File: config.mk
export PLATFORM = sky130hd
export DESIGN_NAME = spt_ctrl
export DESIGN_NICKNAME = d
export VERILOG_FILES = /design/src/sv/spt_pkg.sv /design/src/sv/spt_ctrl.sv
export SDC_FILE = /design/constraint.sdc
export NUM_CORES = 1
export LEC_CHECK = 0
export BUFFER_PORTS_ARGS = -buffer_cell sky130_fd_sc_hd__buf_2
export CAP_MARGIN = 20
export CELL_PAD_IN_SITES_DETAIL_PLACEMENT = 1
export CELL_PAD_IN_SITES_GLOBAL_PLACEMENT = 2
export CORE_UTILIZATION = 29
export DETAILED_ROUTE_END_ITERATION = 16
export GPL_TIMING_DRIVEN = 0
export PLACE_DENSITY = 0.95
export SETUP_SLACK_MARGIN = 0.2
export SLEW_MARGIN = 20
export SYNTH_ARGS = -nofsm -noshare
export SYNTH_HDL_FRONTEND = slang
export SYNTH_SLANG_ARGS = --single-unit
export TNS_END_PERCENT = 100
File: constraint.sdc
create_clock -name i_clk -period 3.13 [get_ports i_clk]
set_clock_uncertainty 0.2 [all_clocks]
set_input_delay 0.4695 -clock i_clk [delete_from_list [all_inputs] [get_ports i_clk]]
set_output_delay 0.4695 -clock i_clk [all_outputs]
set_load 0.01 [all_outputs]
File: src/sv/spt_pkg.sv
// Shared types and constants of the sparse polynomial term table.
`timescale 1ns / 1ps

package spt_pkg;

    localparam int MAX_TERMS = 64;
    localparam int MAX_POWER = 63;
    localparam int ADDR_W    = $clog2(MAX_TERMS);
    localparam int CNT_W     = $clog2(MAX_TERMS + 1);
    localparam int PWR_W     = 6;
    localparam logic signed [31:0] Q_ONE = 32'sh0001_0000;

    typedef enum logic [1:0] {
        CMD_ADD    = 2'd0,
        CMD_REMOVE = 2'd1,
        CMD_EVAL   = 2'd2,
        CMD_READ   = 2'd3
    } t_cmd;

    typedef enum logic [1:0] {
        ST_OK     = 2'd0,
        ST_FULL   = 2'd1,
        ST_ABSENT = 2'd2,
        ST_SLOT   = 2'd3
    } t_status;

    typedef struct packed {
        t_cmd               command;
        logic signed [31:0] coef;
        logic [PWR_W-1:0]   power;
        logic signed [31:0] x_value;
        logic [5:0]         slot;
    } t_in_item;

    typedef struct packed {
        logic signed [47:0] value;
        logic signed [31:0] read_coef;
        logic [PWR_W-1:0]   read_power;
        logic [6:0]         term_count;
        t_status            status;
        logic               overflow;
    } t_out_item;

    typedef struct packed {
        logic [PWR_W-1:0]   power;
        logic signed [31:0] coef;
    } t_term;

    // Datapath micro-operations issued by the controller
    typedef enum logic [4:0] {
        DP_NOP,
        DP_LOAD,
        DP_CFG,
        DP_RD_IDX,
        DP_SCAN_NEXT,
        DP_MERGE,
        DP_WRITE_MERGED,
        DP_DEL_RD,
        DP_DEL_WR,
        DP_DEL_DONE,
        DP_INS_INIT,
        DP_INS_RD,
        DP_INS_WR,
        DP_INS_PUT,
        DP_RD_SLOT,
        DP_RD_OUT,
        DP_EV_START,
        DP_MUL_X,
        DP_EV_POW,
        DP_MUL_C,
        DP_EV_ACC,
        DP_REV_RD,
        DP_REV_WR1,
        DP_REV_WR2,
        DP_EMIT
    } t_dp_op;

    typedef struct packed {
        t_dp_op  op;
        logic    set_status;
        t_status status;
    } t_dp_cmd;

    typedef struct packed {
        t_cmd cmd;
        logic coef_zero;
        logic power_ok;
        logic scan_end;
        logic hit;
        logic precedes;
        logic full;
        logic sum_zero;
        logic del_more;
        logic ins_more;
        logic slot_ok;
        logic rev_more;
        logic k_more;
        logic rev_need;
        logic out_free;
    } t_dp_stat;

endpackage

File: src/sv/spt_ctrl.sv
// Controller state machine of the sparse polynomial term table.
`timescale 1ns / 1ps

module spt_ctrl import spt_pkg::*; (
    input  logic     i_clk,
    input  logic     i_rst_n,
    input  logic     i_in_valid,
    input  logic     i_cfg_valid,
    input  t_dp_stat i_stat,
    output logic     o_in_stall,
    output logic     o_cfg_ready,
    output t_dp_cmd  o_cmd
);

    typedef enum logic [4:0] {
        S_IDLE,
        S_DISPATCH,
        S_SCAN_CHK,
        S_SCAN_CMP,
        S_MERGE,
        S_MERGE_CHK,
        S_DEL_CHK,
        S_DEL_WR,
        S_INS_CHK,
        S_INS_WR,
        S_RD_OUT,
        S_EV_CHK,
        S_EV_TERM,
        S_EV_POWCHK,
        S_EV_POW,
        S_EV_ACC,
        S_REV_CHK,
        S_REV_WR1,
        S_REV_WR2,
        S_FINISH
    } t_state;

    t_state r_state;
    t_state n_state;
    logic   v_miss;

    assign o_in_stall  = (r_state != S_IDLE);
    assign o_cfg_ready = (r_state == S_IDLE) && !i_in_valid;

    // Next state and datapath command
    always_comb begin
        n_state          = r_state;
        o_cmd.op         = DP_NOP;
        o_cmd.set_status = 1'b0;
        o_cmd.status     = ST_OK;
        v_miss           = 1'b0;
        unique case (r_state)
            S_IDLE: begin
                if (i_in_valid) begin
                    o_cmd.op = DP_LOAD;
                    n_state  = S_DISPATCH;
                end else if (i_cfg_valid) begin
                    o_cmd.op = DP_CFG;
                    n_state  = i_stat.rev_need ? S_REV_CHK : S_IDLE;
                end
            end
            S_DISPATCH: begin
                unique case (i_stat.cmd)
                    CMD_ADD: begin
                        if (i_stat.coef_zero) begin
                            n_state = S_FINISH;
                        end else if (!i_stat.power_ok) begin
                            o_cmd.set_status = 1'b1;
                            o_cmd.status     = ST_ABSENT;
                            n_state          = S_FINISH;
                        end else begin
                            n_state = S_SCAN_CHK;
                        end
                    end
                    CMD_REMOVE: n_state = S_SCAN_CHK;
                    CMD_EVAL:   n_state = S_EV_CHK;
                    CMD_READ: begin
                        if (i_stat.slot_ok) begin
                            o_cmd.op = DP_RD_SLOT;
                            n_state  = S_RD_OUT;
                        end else begin
                            o_cmd.set_status = 1'b1;
                            o_cmd.status     = ST_SLOT;
                            n_state          = S_FINISH;
                        end
                    end
                    default: n_state = S_FINISH;
                endcase
            end
            S_SCAN_CHK: begin
                if (i_stat.scan_end) begin
                    v_miss = 1'b1;
                end else begin
                    o_cmd.op = DP_RD_IDX;
                    n_state  = S_SCAN_CMP;
                end
            end
            S_SCAN_CMP: begin
                if (i_stat.hit) begin
                    n_state = (i_stat.cmd == CMD_ADD) ? S_MERGE : S_DEL_CHK;
                end else if (!i_stat.precedes) begin
                    v_miss = 1'b1;
                end else begin
                    o_cmd.op = DP_SCAN_NEXT;
                    n_state  = S_SCAN_CHK;
                end
            end
            S_MERGE: begin
                o_cmd.op = DP_MERGE;
                n_state  = S_MERGE_CHK;
            end
            S_MERGE_CHK: begin
                if (i_stat.sum_zero) begin
                    n_state = S_DEL_CHK;
                end else begin
                    o_cmd.op = DP_WRITE_MERGED;
                    n_state  = S_FINISH;
                end
            end
            S_DEL_CHK: begin
                if (i_stat.del_more) begin
                    o_cmd.op = DP_DEL_RD;
                    n_state  = S_DEL_WR;
                end else begin
                    o_cmd.op = DP_DEL_DONE;
                    n_state  = S_FINISH;
                end
            end
            S_DEL_WR: begin
                o_cmd.op = DP_DEL_WR;
                n_state  = S_DEL_CHK;
            end
            S_INS_CHK: begin
                if (i_stat.ins_more) begin
                    o_cmd.op = DP_INS_RD;
                    n_state  = S_INS_WR;
                end else begin
                    o_cmd.op = DP_INS_PUT;
                    n_state  = S_FINISH;
                end
            end
            S_INS_WR: begin
                o_cmd.op = DP_INS_WR;
                n_state  = S_INS_CHK;
            end
            S_RD_OUT: begin
                o_cmd.op = DP_RD_OUT;
                n_state  = S_FINISH;
            end
            S_EV_CHK: begin
                if (i_stat.scan_end) begin
                    n_state = S_FINISH;
                end else begin
                    o_cmd.op = DP_RD_IDX;
                    n_state  = S_EV_TERM;
                end
            end
            S_EV_TERM: begin
                o_cmd.op = DP_EV_START;
                n_state  = S_EV_POWCHK;
            end
            S_EV_POWCHK: begin
                if (i_stat.k_more) begin
                    o_cmd.op = DP_MUL_X;
                    n_state  = S_EV_POW;
                end else begin
                    o_cmd.op = DP_MUL_C;
                    n_state  = S_EV_ACC;
                end
            end
            S_EV_POW: begin
                o_cmd.op = DP_EV_POW;
                n_state  = S_EV_POWCHK;
            end
            S_EV_ACC: begin
                o_cmd.op = DP_EV_ACC;
                n_state  = S_EV_CHK;
            end
            S_REV_CHK: begin
                if (i_stat.rev_more) begin
                    o_cmd.op = DP_REV_RD;
                    n_state  = S_REV_WR1;
                end else begin
                    n_state = S_IDLE;
                end
            end
            S_REV_WR1: begin
                o_cmd.op = DP_REV_WR1;
                n_state  = S_REV_WR2;
            end
            S_REV_WR2: begin
                o_cmd.op = DP_REV_WR2;
                n_state  = S_REV_CHK;
            end
            S_FINISH: begin
                if (i_stat.out_free) begin
                    o_cmd.op = DP_EMIT;
                    n_state  = S_IDLE;
                end
            end
            default: n_state = S_IDLE;
        endcase

        // Power not in the table: insert on add (or report full if the table is full), report absent on remove
        if (v_miss) begin
            if (i_stat.cmd == CMD_ADD) begin
                if (i_stat.full) begin
                    o_cmd.set_status = 1'b1;
                    o_cmd.status     = ST_FULL;
                    n_state          = S_FINISH;
                end else begin
                    o_cmd.op = DP_INS_INIT;
                    n_state  = S_INS_CHK;
                end
            end else begin
                o_cmd.set_status = 1'b1;
                o_cmd.status     = ST_ABSENT;
                n_state          = S_FINISH;
            end
        end
    end

    // Hold state
    always_ff @(posedge i_clk) begin
        if (!i_rst_n) begin
            r_state <= S_IDLE;
        end else begin
            r_state <= n_state;
        end
    end

endmodule

; ---- After elaboration in Yosys (flattened, before gate mapping)
; Cells that the tools add are included.
[classes]
mux = 50
n_eq_ne = 26
reduce_logical = 8
[ops]
columns = operator, count
row1 = one-hot mux 5 bit (19 select lines), 2
row2 = two-way mux 5 bit, 22
row3 = == test 5 x 4 -> 1 bit (second input constant), 8
row4 = two-way mux 3 bit, 10
row5 = == test 5 x 3 -> 1 bit (second input constant), 4
row6 = == test 5 bit (second input constant), 4
row7 = one-hot mux 5 bit (4 select lines), 1
row8 = two-way mux 4 bit, 3
row9 = == test 5 x 2 -> 1 bit (second input constant), 2
row10 = two-way mux 2 bit, 5
row11 = two-way mux 8 bit, 1
row12 = != test 4 bit (second input constant), 2
row13 = != test 3 bit (second input constant), 2
row14 = one-hot mux 3 bit (2 select lines), 1
row15 = == test 5 x 1 -> 1 bit (second input constant), 1
row16 = zero test 5 bit, 1
row17 = nonzero test 5 bit, 1
row18 = == test 2 bit (second input constant), 2
row19 = two-way mux 1 bit, 4
row20 = AND reduction 4 bit, 1
row21 = OR reduction 2 bit, 2
row22 = == test 2 x 1 -> 1 bit (second input constant), 1
row23 = zero test 2 bit, 1
row24 = one-hot mux 1 bit (2 select lines), 1
row25 = other kinds (2), 2
[totals]
register_bits = 5
out_inout_bits = 10
inputBits = 20

; ---- Logic depth before layout (Yosys ltp)
[logic_depth]
depth_word = 7
depth_mapped = 7
ltp_nobuf = 7

; ---- Least setup slack after synthesis
; OpenSTA, ideal clock, no wires.
[synth_path]
kind = input -> output
startpoint = input i_stat[3] (netlist name)
endpoint = output o_cmd[5] (netlist name)
path_buffers = 0
required_time_ps = 2460
arrival_ps = 1449
path_slack_ps = 1012
path_stages = 4
path_cell_list = or3_1 -> nand4_1 -> nand2_1 -> or4_1
[synth_lines]
columns = element, line
row1 = start: declaration, spt_ctrl.sv:9  ; input t_dp_stat i_stat,
row2 = end: declaration, spt_ctrl.sv:12  ; output t_dp_cmd o_cmd

==> results.tsv <==
stage	metric	value	unit
finish	max FFs per register	5	
global_route	gr usage total	22.9	%
route	routed wire length	4020	um
placement	placed cell count	226	
timing	setup TNS	0	ps
route	Antenna Violating Nets Remaining	0	
critical_path	critical path type	reg -> out	
placement	Final HPWL DP	3210	um
logic_synthesis	Synth Net Count	173	
clock_network	Clock Latency Late Sink	240	ps
min_path	hold depth	2	
job	Max Cap Viol	0	
global_route	met2 usage	39.4	%
finish	area delta synth->final	22.6	%
finish	largest registers	r_state: 5 flops	
logic_synthesis	Synth Instances	151	
critical_path	Worst Setup Start Kind	flop	
logic_synthesis	Yosys warning count	0	
global_route	grt met1 use	31.6	%
finish	Top reg by flops	r_state	
logic_synthesis	Seq/Total Area, Yosys	9.88	%
floorplan	Core Region	3340	um^2
finish	share of cells above drive strength 1	26.6	%
critical_path	WP depth	6	
critical_path	most used cell, CP	nand2_1	
critical_path	CP top delay family	simple AND/OR/NAND/NOR gates	
critical_path	critical path arrival	1990	ps
critical_path	Reg-to-Reg Start	r_state[0]$_SDFFE_PN0P_	
global_route	vias in the first global route	1280	
clock_network	root buffer cell	clkbuf_4	
timing	Tmin final	2660	ps
finish	Fill cells	468	
clock_network	cts bufs inserted	3	
timing	final setup violation count	0	
route	Pre-antenna DRT Iters	4	
logic_synthesis	Post-Syn Area	1010	um^2
logic_synthesis	post-synthesis area per instance	6.71	um^2
logic_synthesis	ys flop type	dfxtp_1	
finish	n_diodes	0	
logic_synthesis	number of flops mapped to enable cells by yosys	0	
clock_network	H-tree Lvls	1	
floorplan	floorplan row count	21	
clock_network	clk slew on worst S/H paths	50	ps
route	Routed WL per cell	17.5	um
global_route	gr busiest metal	met2	
critical_path	kind of end point of the critical path	primary output	
critical_path	FF-to-FF setup slack	780	ps
floorplan	die width	61.1	um
global_route	GR Overflow Total	0	
timing	Hold Fails Final Rpt	0	
critical_path	Buf/Inv on CP	2	
finish	final std cells w/o fill	230	
route	via count	1318	
floorplan	Initial Util	30.4	%
floorplan	num ports	30	
logic_synthesis	most frequent cell after synthesis	nor2_1	
critical_path	Slowest-stage cell, CP	or4_1	
logic_synthesis	Synth cell types	49	
clock_network	Setup Buffers After CTS	0	
critical_path	Reg-to-Reg End	r_state[4]$_SDFFE_PN0P_	
critical_path	crit-path max FO	10	
pwr	pwr dens	697	nW/um^2
placement	I/O Buffers	29	
logic_synthesis	Seq cells post-synth	5	
global_route	GRT met3 Usage	2.10	%
timing	Slew Viols, Final	0	
min_path	start point of the worst hold path	i_rst_n	
critical_path	crit-path cells	buf_4, nand2_1, nand4_1, nand2_1, or4_1, buf_2	
timing	unrepaired setup endpoints after global routing	no	
logic_synthesis	top post-synthesis cells by count	14 x nor2_1, 12 x nand2_1, 11 x a21oi_1	
clock_network	# clock sinks	5	
route	Vias/cell	5.73	
timing	crit share post-route	85.1	%
pwr	LEAKAGE	0.550	nW
route	DRT iter0 DRCs	75	
finish	nets	207	
clock_network	Post-CTS Resized	0	
clock_network	Hold-fix buffers, CTS	0	
min_path	WHS Endpoint	r_state[2]$_SDFFE_PN0P_	
global_route	largest net degree at the start of global routing	11	
critical_path	required time worst endpoint	2460	ps
min_path	Worst Hold Class	in -> reg	
status	outcome	complete, no violations	
timing	Slew Limit Headroom	44.2	%
logic_synthesis	Synth area leaders	dfxtp_1 9.9%, nand2b_1 6.2%, a21oi_1 5.4%	
floorplan	Die Area	3740	um^2
timing	Max Fclk	375	MHz
pwr	VDD IR max	131	uV
logic_synthesis	Synth top area share	9.88	%
critical_path	Reg2Reg Depth	6	
logic_synthesis	ys async rst share	0	%
clock_network	Max Buffers Root-to-Sink	2	
global_route	initial antenna violation count	0	
clock_network	CTS tree	done	
route	DRC Markers	0	
pwr	Pwr Total	0.866	mW
placement	Routability Congestion	0.929	
timing	Least-Margin Pin Slew	816	ps
floorplan	die height	61.1	um
logic_synthesis	Yosys top cell by area	dfxtp_1	
global_route	first-pass GRT wire length	6390	um
critical_path	CP peak stage delay	460	ps
## final cells by class
| type | instances | area, um^2 | share of cell area [%] |
|---|---|---|---|
| sequential | 5 | 100 | 8.06 |
| inverter | 6 | 22.5 | 1.81 |
| tap | 46 | 57.6 | 4.63 |
| buffer | 11 | 71.3 | 5.74 |
| timing repair buffer | 29 | 145 | 11.7 |
| multi-input combinational | 129 | 820 | 66.0 |
| clock buffer | 4 | 26.3 | 2.11 |
## per-stage QoR
stage | setup slack, ps | hold slack, ps | utilization [%] | instance area, um^2
after floorplan | 1010 | 391 | - | 1010
after global placement | 709 | 501 | 36.4 | 1220
after detailed placement | 643 | 512 | 36.4 | 1220
after CTS | 486 | 262 | 37.2 | 1240
after global routing | 353 | 296 | 37.2 | 1240
final | 467 | 267 | 37.2 | 1240
## worst max-delay path by stage
stage / startpoint / end / slack [ps]
detailed placement: i_stat[14] / r_state[4]$_SDFFE_PN0P_ / 640
finish: r_state[1]$_SDFFE_PN0P_ / o_cmd[5] / 470
CTS: r_state[3]$_SDFFE_PN0P_ / o_cmd[5] / 490
global placement: i_stat[14] / r_state[4]$_SDFFE_PN0P_ / 710
floorplan: i_stat[3] / o_cmd[5] / 1010
global route: r_state[0]$_SDFFE_PN0P_ / o_cmd[4] / 350
## layout by cell type, fill, tap and decap left out, types with 2 or more instances in the layout
cell type,n
nor3b_1,2
nand2_1,12
nor3_1,4
or2_2,2
ha_1,2
o22ai_1,5
o31a_1,2
a31oi_1,4
clkbuf_4,3
or4_1,3
nand3_1,6
buf_6,2
buf_4,2
nor2b_1,7
dfxtp_1,5
a21oi_1,11
a22oi_1,4
o211ai_1,2
nand3b_1,2
nor2_1,14
a221oi_1,2
nand4_1,2
or3_1,4
buf_2,35
nand2b_1,10
o21ai_0,6
and2_1,2
inv_1,6
clkbuf_1,2
## routing by layer
layer  wire length [um]  vias to the layer above  share of wire, %
li1                   -                      635                 -
met1               1790                      637                45
met2               2030                       44                50
met3                178                        2               4.4
met4                 27                        0              0.67
met5                  0                        -                 0
## kinds of logic (layout without fill, tap and decap cells)
family / after synthesis / after routing / share of synthesized area [%]
fa+ha+maj: 2 / 2 / 2.47
xor+xnor: 1 / 1 / 0.864
flops: 5 / 5 / 9.88
simple gates: 77 / 77 / 44.3
mux: 2 / 2 / 2.10
buf+inv: 17 / 50 / 9.26
compound gates: 47 / 47 / 31.1
## report_power, final
group | leakage [nW] | internal, mW | switching, mW
Sequential | 0.0410 | 0.0830 | 0.0158
Combinational | 0.494 | 0.271 | 0.420
Clock | 0.0150 | 0.0482 | 0.0270
Total | 0.550 | 0.403 | 0.463
Note: power is estimated with default switching activity, not from simulation.
